$ cat config.mk
export PLATFORM = sky130hd
export DESIGN_NAME = altbl_ctrl
export DESIGN_NICKNAME = d
export VERILOG_FILES = /design/src/altbl_pkg.sv /design/src/altbl_ctrl.sv
export SDC_FILE = /design/constraint.sdc
export NUM_CORES = 1
export LEC_CHECK = 0
export BUFFER_PORTS_ARGS = -buffer_cell sky130_fd_sc_hd__buf_2
export CORE_AREA = 4 4 41 43
export DETAILED_ROUTE_END_ITERATION = 8
export DIE_AREA = 0 0 45 47
export GPL_ROUTABILITY_DRIVEN = 1
export GPL_TIMING_DRIVEN = 0
export PLACE_DENSITY = 0.72
export SYNTH_ARGS = -nofsm -noshare
export SYNTH_HDL_FRONTEND = slang
export SYNTH_SLANG_ARGS = --single-unit
$ cat constraint.sdc
create_clock -name clk_i -period 3.5 [get_ports clk_i]
set_clock_uncertainty 0.15 [all_clocks]
set_input_delay 0.7 -clock clk_i [delete_from_list [all_inputs] [get_ports clk_i]]
set_output_delay 0.7 -clock clk_i [all_outputs]
set_load 0.05 [all_outputs]
$ cat src/altbl_pkg.sv
// Package with shared types, constants and command codes of the list engine.
`default_nettype none
package altbl_pkg;
  localparam int unsigned DefaultDepth = 1024;
  localparam int unsigned DefaultValueWidth = 32;
  localparam int unsigned KindWidth = 3;
  localparam int unsigned PosWidth = 11;
  localparam int unsigned InWidth = 32;
  localparam int unsigned StatusWidth = 2;
  localparam int unsigned IndexWidth = 10;
  localparam int unsigned CountWidth = 11;

  localparam logic [KindWidth-1:0] KindInsert = 3'd0;
  localparam logic [KindWidth-1:0] KindDelete = 3'd1;
  localparam logic [KindWidth-1:0] KindFind = 3'd2;
  localparam logic [KindWidth-1:0] KindCount = 3'd3;
  localparam logic [KindWidth-1:0] KindDedup = 3'd4;
  localparam logic [KindWidth-1:0] KindRangeDel = 3'd5;

  localparam logic [StatusWidth-1:0] StatusOk = 2'd0;
  localparam logic [StatusWidth-1:0] StatusBadPos = 2'd1;
  localparam logic [StatusWidth-1:0] StatusFull = 2'd2;
  localparam logic [StatusWidth-1:0] StatusNotFound = 2'd3;

  // Datapath operations requested by the controller.
  typedef enum logic [3:0] {
    OpNone, OpLatch, OpJInit, OpKInit, OpRdJ, OpRdK, OpWrBack, OpWrVal,
    OpJDec, OpJInc, OpKInc, OpCmpScan, OpDedupKeep, OpCmpRange, OpFinish
  } dp_op_e;

  typedef struct packed {
    dp_op_e op;
  } dp_cmd_t;

  typedef struct packed {
    logic [KindWidth-1:0] kind;
    logic                 full;
    logic                 pos_bad_ins;
    logic                 pos_bad_del;
    logic                 j_done;   // scan/shift index reached its end
    logic                 k_done;   // inner dedup index reached write count
    logic                 match;    // registered read equals reference or lies in range
  } dp_status_t;
endpackage
`default_nettype wire

$ cat src/altbl_ctrl.sv
// Controller: sequences the datapath through each list command.
`default_nettype none
module altbl_ctrl (
  input  wire logic                  clk_i,
  input  wire logic                  rst_ni,
  input  wire logic                  in_valid_i,
  output logic                       in_ready_o,
  output logic                       out_valid_o,
  input  wire logic                  out_ready_i,
  input  wire altbl_pkg::dp_status_t sts_i,
  output altbl_pkg::dp_cmd_t         cmd_o
);
  typedef enum logic [3:0] {
    StIdle, StCheck, StInit, StLoop, StRead, StWait, StAct,
    StKRead, StKWait, StKCmp, StWrVal, StFinish, StDone
  } state_e;

  state_e state_q, state_d;
  logic out_valid_q, out_valid_d;

  assign in_ready_o = (state_q == StIdle) && !out_valid_q;
  assign out_valid_o = out_valid_q;

  always_comb begin
    state_d = state_q;
    out_valid_d = out_valid_q && !out_ready_i;
    cmd_o.op = altbl_pkg::OpNone;
    case (state_q)
      StIdle: if (in_valid_i && in_ready_o) begin
        cmd_o.op = altbl_pkg::OpLatch;
        state_d = StCheck;
      end
      StCheck: begin
        state_d = StInit;
        case (sts_i.kind)
          altbl_pkg::KindInsert:
            if (sts_i.full || sts_i.pos_bad_ins) state_d = StFinish;
          altbl_pkg::KindDelete: if (sts_i.pos_bad_del) state_d = StFinish;
          altbl_pkg::KindFind, altbl_pkg::KindCount, altbl_pkg::KindDedup,
          altbl_pkg::KindRangeDel: ;
          default: state_d = StFinish;
        endcase
      end
      StInit: begin
        cmd_o.op = altbl_pkg::OpJInit;
        state_d = StLoop;
      end
      StLoop: begin
        if (sts_i.j_done)
          state_d = (sts_i.kind == altbl_pkg::KindInsert) ? StWrVal : StFinish;
        else begin
          cmd_o.op = altbl_pkg::OpRdJ;
          state_d = StWait;
        end
      end
      StWait: state_d = StAct;
      StAct: begin
        state_d = StLoop;
        case (sts_i.kind)
          altbl_pkg::KindInsert: cmd_o.op = altbl_pkg::OpWrBack;
          altbl_pkg::KindDelete: cmd_o.op = altbl_pkg::OpWrBack;
          altbl_pkg::KindFind: cmd_o.op = altbl_pkg::OpCmpScan;
          altbl_pkg::KindCount: cmd_o.op = altbl_pkg::OpCmpRange;
          altbl_pkg::KindDedup: begin
            cmd_o.op = altbl_pkg::OpKInit;
            state_d = StKRead;
          end
          default: state_d = StRead;
        endcase
        if (sts_i.kind != altbl_pkg::KindDedup && sts_i.kind != altbl_pkg::KindRangeDel)
          state_d = StRead;
      end
      // Advance the outer index after the action of the current entry.
      StRead: begin
        state_d = StLoop;
        case (sts_i.kind)
          altbl_pkg::KindInsert: cmd_o.op = altbl_pkg::OpJDec;
          altbl_pkg::KindFind: begin
            cmd_o.op = altbl_pkg::OpJInc;
            if (sts_i.match) state_d = StFinish;
          end
          altbl_pkg::KindRangeDel: begin
            // Entry held in cur; keep it if outside the range.
            cmd_o.op = altbl_pkg::OpJInc;
            state_d = StKCmp;
          end
          default: cmd_o.op = altbl_pkg::OpJInc;
        endcase
      end
      StKRead: begin
        if (sts_i.k_done) begin
          cmd_o.op = altbl_pkg::OpWrBack;
          state_d = StRead;
        end else begin
          cmd_o.op = altbl_pkg::OpRdK;
          state_d = StKWait;
        end
      end
      StKWait: state_d = StKCmp;
      StKCmp: begin
        if (sts_i.kind == altbl_pkg::KindRangeDel) begin
          state_d = StLoop;
          if (!sts_i.match) cmd_o.op = altbl_pkg::OpWrBack;
        end else if (sts_i.match) state_d = StRead;
        else begin
          cmd_o.op = altbl_pkg::OpKInc;
          state_d = StKRead;
        end
      end
      StWrVal: begin
        cmd_o.op = altbl_pkg::OpWrVal;
        state_d = StDone;
      end
      StFinish: begin
        cmd_o.op = altbl_pkg::OpFinish;
        state_d = StDone;
      end
      StDone: begin
        out_valid_d = 1'b1;
        state_d = StIdle;
      end
      default: state_d = StIdle;
    endcase
  end

  always_ff @(posedge clk_i or negedge rst_ni) begin
    if (!rst_ni) begin
      state_q <= StIdle;
      out_valid_q <= 1'b0;
    end else begin
      state_q <= state_d;
      out_valid_q <= out_valid_d;
    end
  end
endmodule
`default_nettype wire

# ---- After elaboration in Yosys (flattened, before gate mapping)
# Cells that the tools add are included.
# W data, S select, Z words.
dict set report totals {
  register_bits 5
  input_bits 13
  output_inout_bits 6
  word_cells 59
}
dict set report op_classes {
  eq_ne 20
  n_mux 24
  n_reduce_logical 13
}
# op n
set ops {}
lappend ops {{$pmux W4 S11} 1}
lappend ops {{$mux W4} 9}
lappend ops {{$pmux W4 S9} 1}
lappend ops {{$eq A4 B4 Y1 const B} 5}
lappend ops {{$eq A4 B3 Y1 const B} 4}
lappend ops {{$pmux W4 S4} 1}
lappend ops {{$pmux W4 S3} 1}
lappend ops {{$mux W3} 3}
lappend ops {{$eq A4 B2 Y1 const B} 2}
lappend ops {{$pmux W4 S2} 1}
lappend ops {{$reduce_or A4 Y1} 2}
lappend ops {{$eq A3 B2 Y1 const B} 2}
lappend ops {{$eq A3 B3 Y1 const B} 2}
lappend ops {{$ne A3 B3 Y1 const B} 2}
lappend ops {{$pmux W3 S2} 1}
lappend ops {{$eq A4 B1 Y1 const B} 1}
lappend ops {{$logic_and A1 B1 Y1} 4}
lappend ops {{$logic_not A4 Y1} 1}
lappend ops {{$mux W1} 4}
lappend ops {{$mux W2} 2}
lappend ops {{$reduce_or A2 Y1} 2}
lappend ops {{$eq A3 B1 Y1 const B} 1}
lappend ops {{$logic_not A3 Y1} 1}
lappend ops {{$logic_not A1 Y1} 2}
lappend ops {{2 further kinds} 2}

# ---- Depth between registers and ports, before layout
# Gate-level depths: netlist of run 1.
dict set report depth {
  depth_word 5
  mapped_depth 5
  ltp_nobuf 4
}

# ---- Worst setup path after synthesis of run 1
# OpenSTA, ideal clock, no wires.
dict set report synth_timing {
  kind {input to output}
  start {input sts_i[8] (netlist name)}
  end {output cmd_o[3] (netlist name)}
  arrival_time_ps 2143
  required_ps 2650
  slack_ps 507
  path_stages 4
  path_buffers 1
  cell_sequence {buf_2 > nand3b_1 > nand2_1 > o21ai_0}
}
# element line_no
set synth_rtl {}
lappend synth_rtl {{start: declaration} altbl_ctrl.sv:10} ;# input wire altbl_pkg::dp_status_t sts_i,
lappend synth_rtl {{end: declaration} altbl_ctrl.sv:11} ;# output altbl_pkg::dp_cmd_t cmd_o

==> results of run 1 <==
[how the worst min path moves through the flow]
stage,to,slack [ps],depth (start not counted)
after floorplan,out_valid_o$_DFF_PN0_,250,0
after global placement,state_q[1]$_DFFE_PN0P_,360,1
after detailed placement,state_q[1]$_DFFE_PN0P_,370,1
after CTS,state_q[1]$_DFFE_PN0P_,100,1
after global routing,state_q[1]$_DFFE_PN0P_,100,1
final,state_q[2]$_DFFE_PN0P_,100,1
[layout make-up]
type,instances,area [µm²],area share (%)
Buffer,5,31.3,4.24
Clock buffer,4,26.3,3.57
Inverter,3,11.3,1.53
Multi-Input combinational cell,68,439,59.6
Sequential cell,5,125,17.0
Tap cell,15,18.8,2.55
Timing Repair Buffer,17,85.1,11.5
[synthesized netlist by cell type (all sizes together)]
cell type,count
maj3,1
a21oi,5
o21ai,5
o22ai,2
a32oi,1
nor2b,2
nor4bb,1
nand4bb,1
inv,3
nand2b,8
o31a,1
o221a,1
or3,3
and3,1
dfrtp,5
nor3,2
buf,5
nand3,1
o211ai,1
o221ai,2
a2111oi,1
or2,4
and3b,1
and2,1
a21o,1
nand2,6
a31oi,3
o22a,1
a211oi,2
nor2,6
a22oi,1
o311ai,1
nand3b,2
[cell families after synthesis]
kind of cell | Yosys count
AND/OR/NAND/NOR | 39
AO/OA/AOI/OAI | 28
buffers and inverters | 8
flip-flops | 5
adder cells (fa/ha/maj) | 1
[routing by layer]
layer / GRT usage (%) / up-vias / wire, µm
li1: - / 343 / -
met4: 4.68 / 0 / 8
met1: 22.0 / 313 / 711
met2: 24.6 / 30 / 753
met5: 0 / - / 0
met3: 5.36 / 3 / 131
[power breakdown]
group / internal [µW] / total, µW / switching, µW
logic: 177 / 518 / 341
registers: 84.3 / 117 / 33.1
clock network: 43.2 / 69.0 / 25.7
[through the flow]
step / utilization (%) / worst slack, ps / hold WS [ps] / std cells / instance area [µm²]
floorplan: - / 507 / 254 / 81 / 607
global placement: 54.6 / 814 / 362 / 113 / 711
detailed placement: 54.6 / 812 / 366 / 113 / 711
CTS: 56.6 / 816 / 97.8 / 117 / 737
global route: 56.6 / 712 / 97.4 / 117 / 737
finish: 56.6 / 815 / 103 / 117 / 737
[sequential cells by signal, summed over array words and instances (netlist names)]
register and count:
out_valid_o 1, state_q 4
[critical path: stages]
cell and delay [ps]:
buf_2 140, nor3_2 240, or3_1 140, a21oi_1 50
or3_1 350, buf_2 210
==> reports/metrics.cfg, run 1 <==
[run_status]
run_status = completed

[global_routing]
grt_pass1_vias = 578
grt_pass1_wl_um = 2510
grt_remaining_overflow = 0
grt_max_degree = 11
antenna_found_initial = 0
grtUsageTotal_pct = 16.2

[sta]
setup-violations-final = 0
rsz0062_at_grt = false
slew_viol_final = 0
hold_viol_final = 0
fmax_mhz = 372
finalCritPeriodShare_pct = 76.7
slew_headroom_pct = 72.5
tns_ps = 0
tightest_slew_ps = 402
min_period_ps = 2690

[finish]
syn_to_final_growth_pct = 21.4
num-fill-cells = 125
layout.nets = 116
diodes = 0
final_common_cell = buf_2
layout-drive-gt1-share_pct = 27.5
final_cell_mix = buf_2, nand2b_1, nand2_1, nor2_1

[worst_setup_path]
reg2reg_slack_ps = 1900
arrival_ps = 1840
r2r_end = state_q[0]$_DFFE_PN0P_
r2r-start = state_q[1]$_DFFE_PN0P_
critPathLaunchType = primary input
cp_max_fo = 9
worstSetupEndpointType = output port
crit_start = sts_i[8]
crit_end = cmd_o[0]
crit_type = primary input to output port
rr_worst_depth = 4
required_ps = 2650

[floorplan]
coreArea_um2 = 1300
ios = 19
die_area_um2 = 2120
rows = 13
dieWidth_um = 45
die_h_um = 47
start_util_pct = 46.6

[pwr]
p_leak_uw = 0.000315
p_total_uw = 704
ir_drop_v = 0.000405
powerDensity_nw_per_um2 = 955

[cts]
cts-resized-gates = 0
clk_path_buf_depth = 2
cts_setup_buffers = 0
root_buffer = clkbuf_4
cts.sinks = 5
cts_tree = yes
clk_pin_slew_ps = 40
clock_latency_ps = 250
htree_levels = 1
holdBufCountCts = 0
cts_buffers = 3

[synth]
synth_top_family_by_area = simple AND/OR/NAND/NOR gates
synth_top_cell_by_area = dfrtp_1
yosys_warnings = 0
synth_compound_area_share_pct = 32.4
synthMuxAreaShare_pct = 0
synthAdderAreaFrac_pct = 1.65
ys_seq_area_share_pct = 20.6
synth_top_area_share_pct = 20.6
yosys-top-cells-area = dfrtp_1, nand2b_1, a21oi_1
syn_inst = 81
synth-simple-area-share_pct = 38.4
syn_nets = 94
ys_types = 37
synthesis.area_um2 = 607
avgSynthCellArea_um2 = 7.49
ys_seq_elements = 5
synth_xor_area_share_pct = 0

[place]
placement.io_buffers = 17
dp_hpwl_um = 1220
gp_congestion = 0.843

[route]
wl_per_cell_um = 13.7
drtAntennaViolNets = 0
wl_um = 1600
drcViolationCount = 0
vias = 689
initialDrtViolationCount = 18
drtPass1Iterations = 4
vias_per_cell = 5.89

[run]
max_cap_violations = 0

[hold_path]
hold_path_class = primary input to asynchronous set/reset pin

Power figures use the tool's default switching activity.
==> run 2: changes to the inputs <==
clock period = 2.6 ns   (was 3.5 ns; I/O delays follow)
==> run 2 against run 1 <==
  * Clock power rose by 30%
  * Wire length is 1.4% higher
  * Worst hold slack gained 200 ps
  * Register-to-register slack lost 890 ps
  * Power increased by 36%
  * Via count is 2.3% higher
  * Flip-flop and latch count did not move
  * Critical path type is now flop to output port
  * Combinational power grew 37%
  * Global-route usage rose by 0.79 points
  * Utilization rose by 1.4 points
  * Sequential power rose by 34%
==> reports/metrics.cfg, run 2 (synthesis gave the netlist of run 1 again) <==
[global_routing]
grt_pass1_vias = 577
grt_pass1_wl_um = 2580
grt_max_degree = 11
grtUsageTotal_pct = 17.0
grt_remaining_overflow = 0
antenna_found_initial = 0

[route]
wl_um = 1630
vias_per_cell = 5.97
vias = 705
drcViolationCount = 0
initialDrtViolationCount = 24
drtAntennaViolNets = 0
drtPass1Iterations = 4
wl_per_cell_um = 13.8

[sta]
hold_viol_final = 0
setup-violations-final = 0
slew_headroom_pct = 75.7
finalCritPeriodShare_pct = 93.7
rsz0062_at_grt = false
min_period_ps = 2440
tns_ps = 0
slew_viol_final = 0
tightest_slew_ps = 359
fmax_mhz = 410

[cts]
cts_tree = yes
cts.sinks = 5
root_buffer = clkbuf_4
clk_pin_slew_ps = 50
htree_levels = 1
clk_path_buf_depth = 2
clock_latency_ps = 240
cts_buffers = 3

[hold_path]
hold_path_class = primary input to flop
min_path_cells = 2

[pwr]
p_int_uw = 418
p_total_uw = 956
p_leak_uw = 0.000319
powerDensity_nw_per_um2 = 1270
seqPwrFrac_pct = 16.4
p_sw_uw = 538
ir_drop_v = 0.000666
swShare_pct = 56.3
pwr-share-clk_pct = 9.4
pwr-share-comb_pct = 74.2

[floorplan]
coreArea_um2 = 1300
start_util_pct = 46.6
dieWidth_um = 45
ios = 19
rows = 13
die_h_um = 47
die_area_um2 = 2120

[finish]
final_common_cell = buf_2
regArea_um2 = 125
regMostFlops = state_q
largest_reg_flops = 4
diodes = 0
layout-drive-gt1-share_pct = 28.2
multi_input_area_um2 = 445
syn_to_final_growth_pct = 24.5
layout.nets = 117
num-fill-cells = 135
final_cell_mix = buf_2, nand2b_1, nand2_1, nor2_1

[place]
gp_congestion = 0.845
dp_hpwl_um = 1250
placement.io_buffers = 17

[worst_setup_path]
worstSetupEndpointType = output port
reg2reg_slack_ps = 1010
rr_worst_depth = 4
required_ps = 1930
cp_max_fo = 6
critPathLaunchType = flop
arrival_ps = 1770
crit_type = flop to output port

[run_status]
run_status = completed

[run]
max_cap_violations = 0

## run 2: per-layer routing
layer | vias up | global-route usage (%) | wire, µm
met5 | - | 0 | 0
met4 | 0 | 5.26 | 34
met3 | 4 | 7.66 | 160
met2 | 38 | 24.9 | 714
met1 | 310 | 22.5 | 716
li1 | 353 | - | -
## run 2: cell type report
cell class | instances | share of cell area (%)
Timing Repair Buffer | 18 | 12.9
Clock buffer | 4 | 3.48
Sequential cell | 5 | 16.6
Buffer | 5 | 4.14
Inverter | 3 | 1.49
Tap cell | 15 | 2.48
Multi-Input combinational cell | 68 | 58.9
## run 2: per-stage QoR
step                instance area [µm²]  hold WS (ps)  utilization, %  instances  worst slack [ps]
floorplan                           607          74.4               -         81              98.4
global placement                    711           182            54.6        113               272
detailed placement                  711           186            54.6        113               254
CTS                                 747           302            57.4        118               119
global route                        756           313            58.1        118             0.933
finish                              756           306            58.1        118               163
## run 2: final timing paths
kind                                           to                    from
max reg2reg                state_q[0]$_DFFE_PN0P_  state_q[3]$_DFFE_PN0P_
min reg2reg                 out_valid_o$_DFF_PN0_   out_valid_o$_DFF_PN0_
max                                      cmd_o[0]  state_q[3]$_DFFE_PN0P_
min                         out_valid_o$_DFF_PN0_             out_ready_i
min in group asynchronous  state_q[2]$_DFFE_PN0P_                  rst_ni
max in group asynchronous  state_q[3]$_DFFE_PN0P_                  rst_ni
## run 2: repair_timing
item                                    in CTS  in global routing
endpoints found under the hold margin        5                  0
endpoints found under the setup margin       0                  2
buffers inserted                             0                  0
hold buffers                                 1                  0
gates resized for setup                      0                  3
## run 2: power groups by stage
stage,clock network [µW],registers [µW],logic (µW)
after floorplan,0,157,544
after global placement,0,157,685
after detailed placement,0,157,686
after CTS,94.0,156,691
after global routing,100,161,762
final,89.8,157,709
## run 2: critical path, cell delays in order, from the launching register on
cell and delay, ps:
dfrtp_1 400, nand2b_1 270, or3_1 390, a21oi_1 140, or3_1 110, clkbuf_4 220
==> run 3: changes to the inputs <==
REMOVE_ABC_BUFFERS = 1   (was not set)
SETUP_SLACK_MARGIN = 0.4   (was not set)
==> run 3 against run 2 <==
  * Worst hold slack better by 8.5 ps
  * Highest routed layer unchanged
  * Cell count is 14% higher
  * Worst setup slack better by 74 ps
  * Sequential share of layout area is 3.4 points lower
  * Critical endpoint unchanged
  * Die area stayed put
  * Register-to-register slack worse by 120 ps
  * Largest power group unchanged
  * First-iteration DRC count is 67% higher
==> reports/metrics.cfg, run 3 (synthesis gave the netlist of run 1 again) <==
[worst_setup_path]
crit_slowest_cell = dfrtp_2
arrival_ps = 1690
critPathLaunchType = flop
worstSetupEndpointType = output port
required_ps = 1930
r2r-start = state_q[1]$_DFFE_PN0P_
crit_chain = buf_4 -> buf_4 -> nor2b_2 -> nand2_1 -> a21oi_1 -> or3_1 -> buf_6
crit_type = flop to output port
max_stage_delay_ps = 430
critPathMostFrequentCell = buf_4
crit_start = state_q[2]$_DFFE_PN0P_
cp_max_fo = 5

[global_routing]
grt_max_degree = 12
grt_remaining_overflow = 0
grt_pass1_vias = 724
antenna_found_initial = 0
grtUsageTotal_pct = 20.4
grt_pass1_wl_um = 3110

[sta]
hold_ws_ps = 315
slew_viol_final = 0
fmax_mhz = 423
finalCritPeriodShare_pct = 90.9
hold_viol_final = 0
min_period_ps = 2360
slew_headroom_pct = 77.1
tightest_slew_ps = 342
rsz0062_at_grt = true
setup-violations-final = 0

[hold_path]
hold_path_class = primary input to flop
worst_hold_startpoint = out_ready_i

[route]
initialDrtViolationCount = 40
vias = 887
drcViolationCount = 0
drtPass1Iterations = 4
wl_per_cell_um = 18.7
wl_um = 2530
vias_per_cell = 6.57
drtAntennaViolNets = 0

[place]
gp_congestion = 0.843
placement.io_buffers = 18
place_inst = 109
dp_hpwl_um = 1160

[cts]
cts.sinks = 5
htree_levels = 1
clk_path_buf_depth = 2
cts_buffers = 3
clk_pin_slew_ps = 50
cts_tree = yes
root_buffer = clkbuf_4
clock_latency_ps = 250

[pwr]
p_leak_uw = 0.000434
ir_drop_v = 0.000745
powerDensity_nw_per_um2 = 1400

[finish]
layout.nets = 134
final_cells = 135
regMostFlops = state_q
fin_util_pct = 76.1
num-fill-cells = 96
final_cell_mix = buf_4, buf_2, nand2_1
diodes = 0
largest_reg_flops = 4
final_common_cell = buf_4
layout-drive-gt1-share_pct = 49.2
syn_to_final_growth_pct = 63.1

[floorplan]
dieWidth_um = 45
rows = 13
start_util_pct = 46.6
ios = 19
coreArea_um2 = 1300
die_h_um = 47
die_area_um2 = 2120

[run]
max_cap_violations = 0

[run_status]
run_status = completed

run 3: changes by cell type in the layout (fill, tap and decap cells not counted), moves of 4 or more:
cell / previous run / this run
buf_2: 20 / 13
buf_4: 0 / 19
buf_6: 1 / 5
dfrtp_1: 5 / 1
dfrtp_2: 0 / 4
nand2b_1: 8 / 4
nand2b_4: 0 / 4
run 3: routing by layer:
metal  vias to the layer above  global-route usage, %  routed length [µm]
met3                        21                   2.68                 253
met2                        79                   37.6                1190
li1                        390                      -                   -
met1                       397                   22.2                 942
met4                         0                   12.3                 138
met5                         -                      0                   0
run 3: per-stage QoR:
stage	area (µm²)	TNS, ps	total power, µW	setup WS, ps
floorplan	576	-124	662	-124
global placement	684	0	797	189
detailed placement	684	0	803	197
CTS	867	0	1120	305
global route	990	0	1450	150
finish	990	0	1390	237
run 3: path summary, 6_finish.rpt:
kind | slack [ps] | end | cells after the start
setup / recovery | 240 | cmd_o[0] | 7
hold / removal | 310 | out_valid_o$_DFF_PN0_ | 2
setup reg to reg | 890 | state_q[0]$_DFFE_PN0P_ | 6
hold reg to reg | 450 | out_valid_o$_DFF_PN0_ | 2
max in group asynchronous | 1680 | state_q[3]$_DFFE_PN0P_ | 2
min in group asynchronous | 460 | state_q[1]$_DFFE_PN0P_ | 2
run 3: what timing repair did:
item | 4_1_cts | 5_1_grt
endpoints found under the hold margin | 5 | 0
resized for setup | 20 | 11
setup endpoints to repair | 5 | 5
pin swaps | 2 | 6
hold buffers | 1 | 0
setup buffers | 12 | 9
run 3: layout make-up:
class                           count  area [µm²]  share of cell area (%)
Multi-Input combinational cell     68         504                    50.9
Inverter                            3        11.3                    1.14
Tap cell                           15        18.8                    1.90
Timing Repair Buffer               40         299                    30.2
Sequential cell                     5         130                    13.1
Clock buffer                        4        26.3                    2.65
run 3: worst max-delay path, delay by kind of cell, from the launching register on:
family,cells,cell delay [ps]
AOI/OAI and AO/OA,1,150
DFF,1,430
buffers and inverters,3,450
and+or+nand+nor,3,410
run 3: power breakdown:
part | total, µW | internal, µW | switching [µW]
clock network | 95.9 | 58.4 | 37.5
logic | 1120 | 520 | 598
registers | 177 | 119 | 57.3
